### src/rtl/core/lft_pkg.sv
// Shared types and constants for the LRU frame replacement table.
package lft_pkg;

  localparam int FIDX_W     = 6;
  localparam int PAGE_IN_W  = 20;
  localparam int TIME_W     = 31;
  localparam int STATUS_W   = 2;
  localparam int FAULT_W    = 32;
  localparam int CNT_CFG_W  = 7;

  localparam logic [CNT_CFG_W-1:0] CNT_RESET = 7'd64;

  localparam logic [STATUS_W-1:0] ST_HIT   = 2'd0;
  localparam logic [STATUS_W-1:0] ST_FAULT = 2'd1;
  localparam logic [STATUS_W-1:0] ST_ERROR = 2'd2;

  typedef struct packed {
    logic clear;
    logic load;
    logic update;
    logic scan;
    logic out_load;
  } lft_cmd_t;

  typedef struct packed {
    logic clear_last;
    logic scan_done;
    logic out_free;
  } lft_stat_t;

endpackage

### src/rtl/core/lft_if.sv
// Request and response channel interfaces of the LRU frame replacement table.
interface lft_req_if;
  import lft_pkg::*;

  logic                 valid;
  logic                 ready;
  logic [FIDX_W-1:0]    frame_index;
  logic [PAGE_IN_W-1:0] page_number;
  logic [TIME_W-1:0]    access_time;

  modport source (output valid, frame_index, page_number, access_time, input ready);
  modport sink (input valid, frame_index, page_number, access_time, output ready);
endinterface

interface lft_rsp_if;
  import lft_pkg::*;

  logic                valid;
  logic                ready;
  logic [STATUS_W-1:0] status;
  logic [FAULT_W-1:0]  fault_total;
  logic [FIDX_W-1:0]   victim_frame;

  modport source (output valid, status, fault_total, victim_frame, input ready);
  modport sink (input valid, status, fault_total, victim_frame, output ready);
endinterface

### src/rtl/core/lft_ram.sv
// Generic single-write, single-read RAM with a registered read port.
module lft_ram #(
  parameter int WIDTH = 8,
  parameter int DEPTH = 64,
  parameter int AW    = (DEPTH > 1) ? $clog2(DEPTH) : 1
) (
  input  logic             clk,
  input  logic             we,
  input  logic [AW-1:0]    waddr,
  input  logic [WIDTH-1:0] wdata,
  input  logic [AW-1:0]    raddr,
  output logic [WIDTH-1:0] rdata
);

  logic [WIDTH-1:0] mem [DEPTH];

  always_ff @(posedge clk) begin
    if (we) begin
      mem[waddr] <= wdata;
    end
    rdata <= mem[raddr];
  end

endmodule

### src/rtl/core/lft_ctrl.sv
// Sequencing state machine of the LRU frame replacement table.
module lft_ctrl (
  input  logic              clk,
  input  logic              rst,
  input  logic              in_valid,
  output logic              in_ready,
  input  lft_pkg::lft_stat_t stat,
  output lft_pkg::lft_cmd_t  cmd
);
  import lft_pkg::*;

  localparam logic [2:0] S_CLEAR = 3'd0;
  localparam logic [2:0] S_IDLE  = 3'd1;
  localparam logic [2:0] S_LOOK  = 3'd2;
  localparam logic [2:0] S_SCAN  = 3'd3;
  localparam logic [2:0] S_OUT   = 3'd4;

  logic [2:0] state;
  logic [2:0] state_next;

  always_ff @(posedge clk) begin
    if (rst) begin
      state <= S_CLEAR;
    end else begin
      state <= state_next;
    end
  end

  always_comb begin
    state_next   = state;
    cmd          = '0;
    in_ready     = 1'b0;
    case (state)
      S_CLEAR: begin
        cmd.clear = 1'b1;
        if (stat.clear_last) begin
          state_next = S_IDLE;
        end
      end
      S_IDLE: begin
        in_ready = 1'b1;
        if (in_valid) begin
          cmd.load   = 1'b1;
          state_next = S_LOOK;
        end
      end
      S_LOOK: begin
        cmd.update = 1'b1;
        state_next = S_SCAN;
      end
      S_SCAN: begin
        cmd.scan = 1'b1;
        if (stat.scan_done) begin
          state_next = S_OUT;
        end
      end
      S_OUT: begin
        if (stat.out_free) begin
          cmd.out_load = 1'b1;
          state_next   = S_IDLE;
        end
      end
      default: begin
        state_next = S_IDLE;
      end
    endcase
  end

endmodule

### src/rtl/core/lft_dpath.sv
// Frame table storage, fault counter, victim scan and result register.
module lft_dpath #(
  parameter int FRAMES     = 64,
  parameter int PAGE_WIDTH = 20
) (
  input  logic                           clk,
  input  logic                           rst,
  input  logic                           cfg_we,
  input  logic [lft_pkg::CNT_CFG_W-1:0]  cfg_wdata,
  input  logic [lft_pkg::FIDX_W-1:0]     frame_index,
  input  logic [lft_pkg::PAGE_IN_W-1:0]  page_number,
  input  logic [lft_pkg::TIME_W-1:0]     access_time,
  input  logic                           out_ready,
  output logic                           out_valid,
  output logic [lft_pkg::STATUS_W-1:0]   status,
  output logic [lft_pkg::FAULT_W-1:0]    fault_total,
  output logic [lft_pkg::FIDX_W-1:0]     victim_frame,
  input  lft_pkg::lft_cmd_t              cmd,
  output lft_pkg::lft_stat_t             stat
);
  import lft_pkg::*;

  localparam int AW  = (FRAMES > 1) ? $clog2(FRAMES) : 1;
  localparam int NW  = $clog2(FRAMES + 1);
  localparam int CW  = (NW > CNT_CFG_W) ? NW : CNT_CFG_W;
  localparam int PXW = (PAGE_WIDTH > PAGE_IN_W) ? PAGE_WIDTH : PAGE_IN_W;
  localparam int DW  = 1 + PAGE_WIDTH + TIME_W;

  logic [CNT_CFG_W-1:0]  frame_count;
  logic [FAULT_W-1:0]    fault_cnt;
  logic [AW-1:0]         fidx_r;
  logic [PAGE_WIDTH-1:0] page_r;
  logic [TIME_W-1:0]     time_r;
  logic                  err_r;
  logic [STATUS_W-1:0]   status_r;
  logic [NW-1:0]         addr_cnt;
  logic                  rd_pend;
  logic [AW-1:0]         rd_idx;
  logic                  have_best;
  logic [TIME_W-1:0]     best_time;
  logic [AW-1:0]         best_idx;

  logic [CW-1:0]         cnt_ext;
  logic [CW-1:0]         frames_ext;
  logic [CW-1:0]         n_full;
  logic [NW-1:0]         n_act;
  logic [CW-1:0]         fidx_ext;
  logic [PXW-1:0]        page_ext;
  logic [CW-1:0]         victim_ext;
  logic                  in_err;
  logic                  scan_more;

  logic                  ram_we;
  logic [AW-1:0]         ram_waddr;
  logic [DW-1:0]         ram_wdata;
  logic [AW-1:0]         ram_raddr;
  logic [DW-1:0]         ram_rdata;
  logic                  r_valid;
  logic [PAGE_WIDTH-1:0] r_page;
  logic [TIME_W-1:0]     r_time;
  logic                  hit;

  assign cnt_ext    = CW'(frame_count);
  assign frames_ext = CW'(FRAMES);
  assign n_full     = (cnt_ext > frames_ext) ? frames_ext : cnt_ext;
  assign n_act      = n_full[NW-1:0];
  assign fidx_ext   = CW'(frame_index);
  assign page_ext   = PXW'(page_number);
  assign in_err     = (frame_index == '0) || (fidx_ext >= n_full);
  assign scan_more  = addr_cnt < n_act;
  assign victim_ext = CW'(best_idx);

  assign r_valid = ram_rdata[DW-1];
  assign r_page  = ram_rdata[TIME_W +: PAGE_WIDTH];
  assign r_time  = ram_rdata[TIME_W-1:0];
  assign hit     = r_valid && (r_page == page_r);

  assign ram_we    = cmd.clear || (cmd.update && !err_r);
  assign ram_waddr = cmd.clear ? addr_cnt[AW-1:0] : fidx_r;
  assign ram_wdata = cmd.clear ? '0 : {1'b1, page_r, time_r};
  assign ram_raddr = cmd.load ? fidx_ext[AW-1:0] : addr_cnt[AW-1:0];

  assign stat.clear_last = addr_cnt == NW'(FRAMES - 1);
  assign stat.scan_done  = !scan_more && !rd_pend;
  assign stat.out_free   = !out_valid || out_ready;

  lft_ram #(
    .WIDTH (DW),
    .DEPTH (FRAMES)
  ) u_table (
    .clk   (clk),
    .we    (ram_we),
    .waddr (ram_waddr),
    .wdata (ram_wdata),
    .raddr (ram_raddr),
    .rdata (ram_rdata)
  );

  always_ff @(posedge clk) begin
    if (rst) begin
      frame_count <= CNT_RESET;
    end else if (cfg_we) begin
      frame_count <= cfg_wdata;
    end
  end

  always_ff @(posedge clk) begin
    if (rst) begin
      fault_cnt <= '0;
      addr_cnt  <= '0;
      rd_pend   <= 1'b0;
      out_valid <= 1'b0;
    end else begin
      if (cmd.clear) begin
        addr_cnt <= addr_cnt + NW'(1);
      end
      if (cmd.update) begin
        addr_cnt <= NW'(1);
        rd_pend  <= 1'b0;
        if (!err_r && !hit && (fault_cnt != '1)) begin
          fault_cnt <= fault_cnt + FAULT_W'(1);
        end
      end
      if (cmd.scan) begin
        rd_pend <= scan_more;
        if (scan_more) begin
          addr_cnt <= addr_cnt + NW'(1);
        end
      end
      if (cmd.out_load) begin
        out_valid <= 1'b1;
      end else if (out_ready) begin
        out_valid <= 1'b0;
      end
    end
  end

  always_ff @(posedge clk) begin
    if (cmd.load) begin
      fidx_r <= fidx_ext[AW-1:0];
      page_r <= page_ext[PAGE_WIDTH-1:0];
      time_r <= access_time;
      err_r  <= in_err;
    end
    if (cmd.update) begin
      have_best <= 1'b0;
      best_idx  <= AW'(1);
      if (err_r) begin
        status_r <= ST_ERROR;
      end else if (hit) begin
        status_r <= ST_HIT;
      end else begin
        status_r <= ST_FAULT;
      end
    end
    if (cmd.scan) begin
      rd_idx <= addr_cnt[AW-1:0];
      if (rd_pend && (!have_best || (r_time < best_time))) begin
        have_best <= 1'b1;
        best_time <= r_time;
        best_idx  <= rd_idx;
      end
    end
    if (cmd.out_load) begin
      status       <= status_r;
      fault_total  <= fault_cnt;
      victim_frame <= victim_ext[FIDX_W-1:0];
    end
  end

endmodule

### src/rtl/core/lru_frame_replacement_table.sv
// Top level of the LRU frame replacement table.
// Each request names a frame, a page and a time stamp; the block refreshes the time on a hit or
// loads the page and counts a fault otherwise, and reports an error for frame 0 or a frame of n or
// above. It then scans the time stamps of frames 1 to n-1 (n being the smaller of frame_count and
// FRAMES) one table read per cycle to find the least recently used frame, lowest index on ties.
// The next request is taken once the response to the last one is in the output register. After
// reset the table is cleared one entry per cycle, and no request is accepted until it is done;
// configuration writes are taken at any time.
module lru_frame_replacement_table #(
  parameter int FRAMES     = 64,
  parameter int PAGE_WIDTH = 20
) (
  input  logic                          clk,
  input  logic                          rst,
  input  logic                          cfg_we,
  input  logic [lft_pkg::CNT_CFG_W-1:0] cfg_wdata,
  lft_req_if.sink                       req,
  lft_rsp_if.source                     rsp
);
  import lft_pkg::*;

  lft_cmd_t  cmd;
  lft_stat_t stat;

  lft_ctrl u_ctrl (
    .clk      (clk),
    .rst      (rst),
    .in_valid (req.valid),
    .in_ready (req.ready),
    .stat     (stat),
    .cmd      (cmd)
  );

  lft_dpath #(
    .FRAMES     (FRAMES),
    .PAGE_WIDTH (PAGE_WIDTH)
  ) u_dpath (
    .clk          (clk),
    .rst          (rst),
    .cfg_we       (cfg_we),
    .cfg_wdata    (cfg_wdata),
    .frame_index  (req.frame_index),
    .page_number  (req.page_number),
    .access_time  (req.access_time),
    .out_ready    (rsp.ready),
    .out_valid    (rsp.valid),
    .status       (rsp.status),
    .fault_total  (rsp.fault_total),
    .victim_frame (rsp.victim_frame),
    .cmd          (cmd),
    .stat         (stat)
  );

`ifndef SYNTHESIS
  a_one_at_a_time: assert property (@(posedge clk) disable iff (rst)
    req.valid && req.ready |=> !req.ready)
    else $error("request taken while an item is still in progress");

  a_fault_counted: assert property (@(posedge clk) disable iff (rst)
    rsp.valid && (rsp.status == ST_FAULT) |-> rsp.fault_total != '0)
    else $error("fault reported with a zero fault count");

  a_clear_first: assert property (@(posedge clk) disable iff (rst)
    $past(rst) |-> !req.ready)
    else $error("request accepted before the table was cleared");

  a_no_lookup_in_scan: assert property (@(posedge clk) disable iff (rst)
    cmd.scan |-> !cmd.load && !cmd.update && !cmd.clear)
    else $error("table lookup overlaps the victim scan");
`endif

endmodule

### src/flat_wrapper.sv
// flat-port wrapper written by rule: the top's interface ports become plain ports
module lru_frame_replacement_table_flat import lft_pkg::*;
#(
  parameter int FRAMES     = 64,
  parameter int PAGE_WIDTH = 20
)
  (clk, rst, cfg_we, cfg_wdata, req_valid, req_frame_index, req_page_number, req_access_time, req_ready, rsp_valid, rsp_status, rsp_fault_total, rsp_victim_frame, rsp_ready);
  lft_req_if req_i ();
  lft_rsp_if rsp_i ();
  input  logic clk;
  input  logic rst;
  input  logic cfg_we;
  input  logic [lft_pkg::CNT_CFG_W-1:0] cfg_wdata;
  input wire logic [$bits(req_i.valid)-1:0] req_valid;
  input wire logic [$bits(req_i.frame_index)-1:0] req_frame_index;
  input wire logic [$bits(req_i.page_number)-1:0] req_page_number;
  input wire logic [$bits(req_i.access_time)-1:0] req_access_time;
  output wire logic [$bits(req_i.ready)-1:0] req_ready;
  output wire logic [$bits(rsp_i.valid)-1:0] rsp_valid;
  output wire logic [$bits(rsp_i.status)-1:0] rsp_status;
  output wire logic [$bits(rsp_i.fault_total)-1:0] rsp_fault_total;
  output wire logic [$bits(rsp_i.victim_frame)-1:0] rsp_victim_frame;
  input wire logic [$bits(rsp_i.ready)-1:0] rsp_ready;
  assign req_i.valid = req_valid;
  assign req_i.frame_index = req_frame_index;
  assign req_i.page_number = req_page_number;
  assign req_i.access_time = req_access_time;
  assign req_ready = req_i.ready;
  assign rsp_valid = rsp_i.valid;
  assign rsp_status = rsp_i.status;
  assign rsp_fault_total = rsp_i.fault_total;
  assign rsp_victim_frame = rsp_i.victim_frame;
  assign rsp_i.ready = rsp_ready;
  lru_frame_replacement_table #(.FRAMES(FRAMES), .PAGE_WIDTH(PAGE_WIDTH)) u_core (.clk(clk), .rst(rst), .cfg_we(cfg_we), .cfg_wdata(cfg_wdata), .req(req_i), .rsp(rsp_i));
endmodule
### config.mk
export PLATFORM = sky130hd
export DESIGN_NAME = lru_frame_replacement_table_flat
export DESIGN_NICKNAME = d
export VERILOG_FILES = /design/src/rtl/core/lft_pkg.sv /design/src/rtl/core/lft_if.sv /design/src/rtl/core/lft_ram.sv /design/src/rtl/core/lft_ctrl.sv /design/src/rtl/core/lft_dpath.sv /design/src/rtl/core/lru_frame_replacement_table.sv /design/src/flat_wrapper.sv
export SDC_FILE = /design/constraint.sdc
export NUM_CORES = 2
export LEC_CHECK = 0
export BUFFER_PORTS_ARGS = -buffer_cell sky130_fd_sc_hd__buf_4
export CORE_UTILIZATION = 30
export DETAILED_ROUTE_END_ITERATION = 8
export SETUP_SLACK_MARGIN = 0.2
export SLEW_MARGIN = 20
export SYNTH_ARGS = -nofsm -noshare
export SYNTH_HDL_FRONTEND = slang
export SYNTH_HIERARCHICAL = 1
export SYNTH_SLANG_ARGS = --single-unit
### constraint.sdc
create_clock -name clk -period 9.34 [get_ports clk]
set_input_delay 0 -clock clk [delete_from_list [all_inputs] [get_ports clk]]
set_output_delay 0 -clock clk [all_outputs]
set_load 0.02 [all_outputs]
==> out/metrics.yaml <==
floorplanning:
  row_count: 246
  dieArea_um2: 455000
  core_area_um2: 450000
  initial_utilization_pct: 30.2
  die_y_um: 674
  io_pins: 111
  fp.dieW_um: 674
synth:
  yosysUniqueCellTypes: 73
  synth.avg_cell_area_um2: 22.2
  ys_warn_count: 6
  synth-seq-cells: 3575
  ys_top_cells_by_count: "edfxtp_1, mux4_2, o22ai_1"
  yosysMostFrequentCell: "edfxtp_1"
  synth_top_cell_by_area: "edfxtp_1"
  syn_nets: 6236
  synth_top_area_share_pct: 76.7
  synthCells: 6123
  synth_edf_count: 3465
  async_reset_ff_share_pct: 0
  ys.flop_type: "edfxtp_1"
  synth_area_um2: 136000
  ys_seq_area_share_pct: 78.3
  synth_area_leaders: "edfxtp_1, mux4_2, dfxtp_1"
worst_setup_path:
  r2r_cells: 8
  critical_path.top_delay_family: "simple AND/OR/NAND/NOR gates"
  end_kind: "register"
  required_ns: 9.91
  cp-start-kind: "register"
  worstPathBufferInverterCount: 4
  r2r_start: "u_core/u_ctrl/state[0]$_SDFFE_PP0P_"
  cpMaxStageDelayCell: "nand4_1"
  critPathKind: "register to register"
  cpMostUsedCell: "buf_4"
  regToRegSetupSlack_ns: 3.82
  cp.arrival_ns: 6.09
  crit_fanout: 66
  crit_chain: "nor3_2 -> buf_4 -> clkinv_2 -> nand2_1 -> nand4_1 -> nor2_4 -> buf_4 -> buf_4"
  timing.rr.end: "u_core/u_dpath/u_table/mem[23][47]$_DFFE_PP_"
  cp_slowest_stage_delay_ns: 0.85
timing:
  slew_headroom_pct: 19.9
  fmax_mhz: 181
  fin_skew_ns: 0.0837
  period_minus_slack_ns: 5.52
  setup_tns_ns: 0
  min_period_over_period_pct: 59.1
  hold_violations: 0
  rsz0062_at_grt: "no"
  tightest_slew_ns: 1.20
  final_max_slew_viol_count: 0
  setup_viol_count_final: 0
routing:
  wl_mm: 382
  drt-initial-drc-count: 9037
  drc: 0
  first_pass_iters: 6
  vias: 68100
  ant_nets: 0
  wire_per_inst_um: 29.6
  viasPerCell: 5.28
layout:
  area_growth_pct: 17.0
  drive_above_1_share_pct: 27.2
  ff_latch_area_um2: 106000
  final_util_pct: 35.3
  multiInputGateArea_um2: 28600
  fin_nets: 6754
  fillers: 40900
clocking:
  clockBufferDepth: 4
  clock_sinks: 3575
  path_clk_slew_ns: 0.06
  cts_tree: "built"
  ctsRootBufferMaster: "clkbuf_16"
  numCtsBuffers: 365
  htree_levels: 5
  post_cts_resize_count: 0
  clk_latency_ns: 0.94
job:
  cap_viol_max_count: 0
placement:
  dpl.hpwl_mm: 213
  portBuffers: 110
  routabilityCongestion: 0.814
power_and_ir_drop:
  pwr-share-comb_pct: 10.1
  ir_worst_vdd_uv: 154
  p_leak_nw: 48.9
  p_sw_share_pct: 23.6
  p_int_w: 0.0279
  sequentialPowerShare_pct: 49.9
  clkPwrFrac_pct: 40.0
  switching_power_w: 0.00861
  p_per_area_nw_per_um2: 230
global_routing:
  grt-ovfl-total: 0
  grt_pass1_vias: 68400
  grt_antenna_before_repair: 21
  grt_max_degree: 120
  grt_pass1_wl_mm: 535
  grt.total_usage_pct: 16.4
min_path:
  hold-path-endpoint: "u_core/u_dpath/fault_cnt[8]$_SDFFE_PP0P_"
  hp-class: "primary input to register"
  whs_path_depth: 3
  min-delay-start: "rst"
outcome:
  outcome: "finished clean"
==> power by group through the flow <==
stage / sequential (W) / clock (W) / combinational, W
2_1_floorplan: 0.0184 / 0 / 0.00246
3_5_place_dp: 0.0186 / 0 / 0.00363
6_report: 0.0182 / 0.0146 / 0.00369
4_1_cts: 0.0182 / 0.0148 / 0.00370
3_3_place_gp: 0.0186 / 0 / 0.00361
5_1_grt: 0.0182 / 0.0154 / 0.00388
==> repair_timing <==
action | 4_1_cts | 5_1_grt
buffers inserted | 0 | 0
hold buffers | 149 | 0
endpoints found under the hold margin | 112 | 0
==> metrics by stage <==
stage	cells	hold WS [ns]	instance area (um^2)	setup slack (ns)	power, W
2_1_floorplan	6123	0.0646	136000	2.85	0.0209
3_3_place_gp	12100	0.181	145000	4.06	0.0222
3_5_place_dp	12100	0.180	145000	4.16	0.0222
4_1_cts	12900	0.0729	159000	4.16	0.0367
5_1_grt	12900	0.149	159000	3.54	0.0375
6_report	12900	0.138	159000	3.82	0.0365
==> final cells by class <==
type,instances,area share (%)
antenna,4,0.00631
clock buffer,453,6.14
clock inverter,214,1.38
inverter,42,0.100
multi-input combinational,2178,18.0
sequential,3575,66.9
tap,5952,4.69
timing repair buffer,479,2.73
==> logic make-up (layout without fill, tap and decap cells) <==
kind of cell / count (synthesis) / count (layout) / share of synthesized area [%]
other cells: 0 / 4 / 0
flops: 3575 / 3575 / 78.3
xor+xnor: 28 / 28 / 0.181
compound gates: 590 / 590 / 2.98
buf+inv: 370 / 1188 / 1.35
fa+ha+maj: 44 / 44 / 0.406
simple gates: 519 / 519 / 2.02
mux: 997 / 997 / 14.7
==> per-layer routing <==
layer	share of wire [%]	track usage, %
met1	40	22.4
met4	3.4	5.18
met3	9.9	3.24
met2	47	26.5
met5	0.0076	0
==> state kept, by name, indices dropped and copies added (netlist names), 7 cells and up <==
register                      count
u_core/u_dpath/fault_cnt         32
u_core/u_dpath/u_table/rdata     52
u_core/u_dpath/best_time         31
u_core/u_dpath/addr_cnt           7
u_core/u_dpath/time_r            31
u_core/u_dpath/u_table/mem     3328
u_core/u_dpath/cnt_ext            7
u_core/u_dpath/page_r            20
u_core/u_dpath/fault_total       32
==> how the worst max path moves through the flow <==
stage                                              endpoint  slack, ns                                 from  cells past startpoint
2_1_floorplan   u_core/u_dpath/u_table/mem[49][0]$_DFFE_PP_       2.85  u_core/u_ctrl/state[0]$_SDFFE_PP0P_                      8
3_3_place_gp       u_core/u_dpath/u_table/rdata[21]$_DFF_P_       4.06  u_core/u_ctrl/state[0]$_SDFFE_PP0P_                     11
3_5_place_dp        u_core/u_dpath/u_table/rdata[8]$_DFF_P_       4.16  u_core/u_ctrl/state[0]$_SDFFE_PP0P_                      9
4_1_cts             u_core/u_dpath/u_table/rdata[8]$_DFF_P_       4.16  u_core/u_ctrl/state[0]$_SDFFE_PP0P_                      9
5_1_grt        u_core/u_dpath/u_table/mem[23][47]$_DFFE_PP_       3.54  u_core/u_ctrl/state[0]$_SDFFE_PP0P_                      8
6_report       u_core/u_dpath/u_table/mem[23][47]$_DFFE_PP_       3.82  u_core/u_ctrl/state[0]$_SDFFE_PP0P_                      8
==> layout by cell type, fill, tap and decap left out, types with 33 or more instances in the layout <==
master	instances
nor2b_4	53
clkinv_2	76
bufinv_16	35
mux4_2	794
a22oi_1	40
dlygate4sd3_1	149
nor2b_1	38
o22ai_1	182
clkinv_1	65
nor2_1	77
buf_4	297
edfxtp_1	3465
mux2_2	60
nor4_1	46
dfxtp_1	110
ha_1	44
mux2i_1	134
inv_1	41
o221ai_1	64
clkbuf_1	66
a221oi_1	41
nor2_4	64
nand2_1	66
nand3_1	33
clkbuf_16	371
a21oi_1	111
==> tightest hold or removal path: cells and delay by family <==
kind / cells / cell delay, ns
buffers and inverters: 2 / 0.85
AND/OR/NAND/NOR: 1 / 0.15
(Power assumes the default switching activity.)
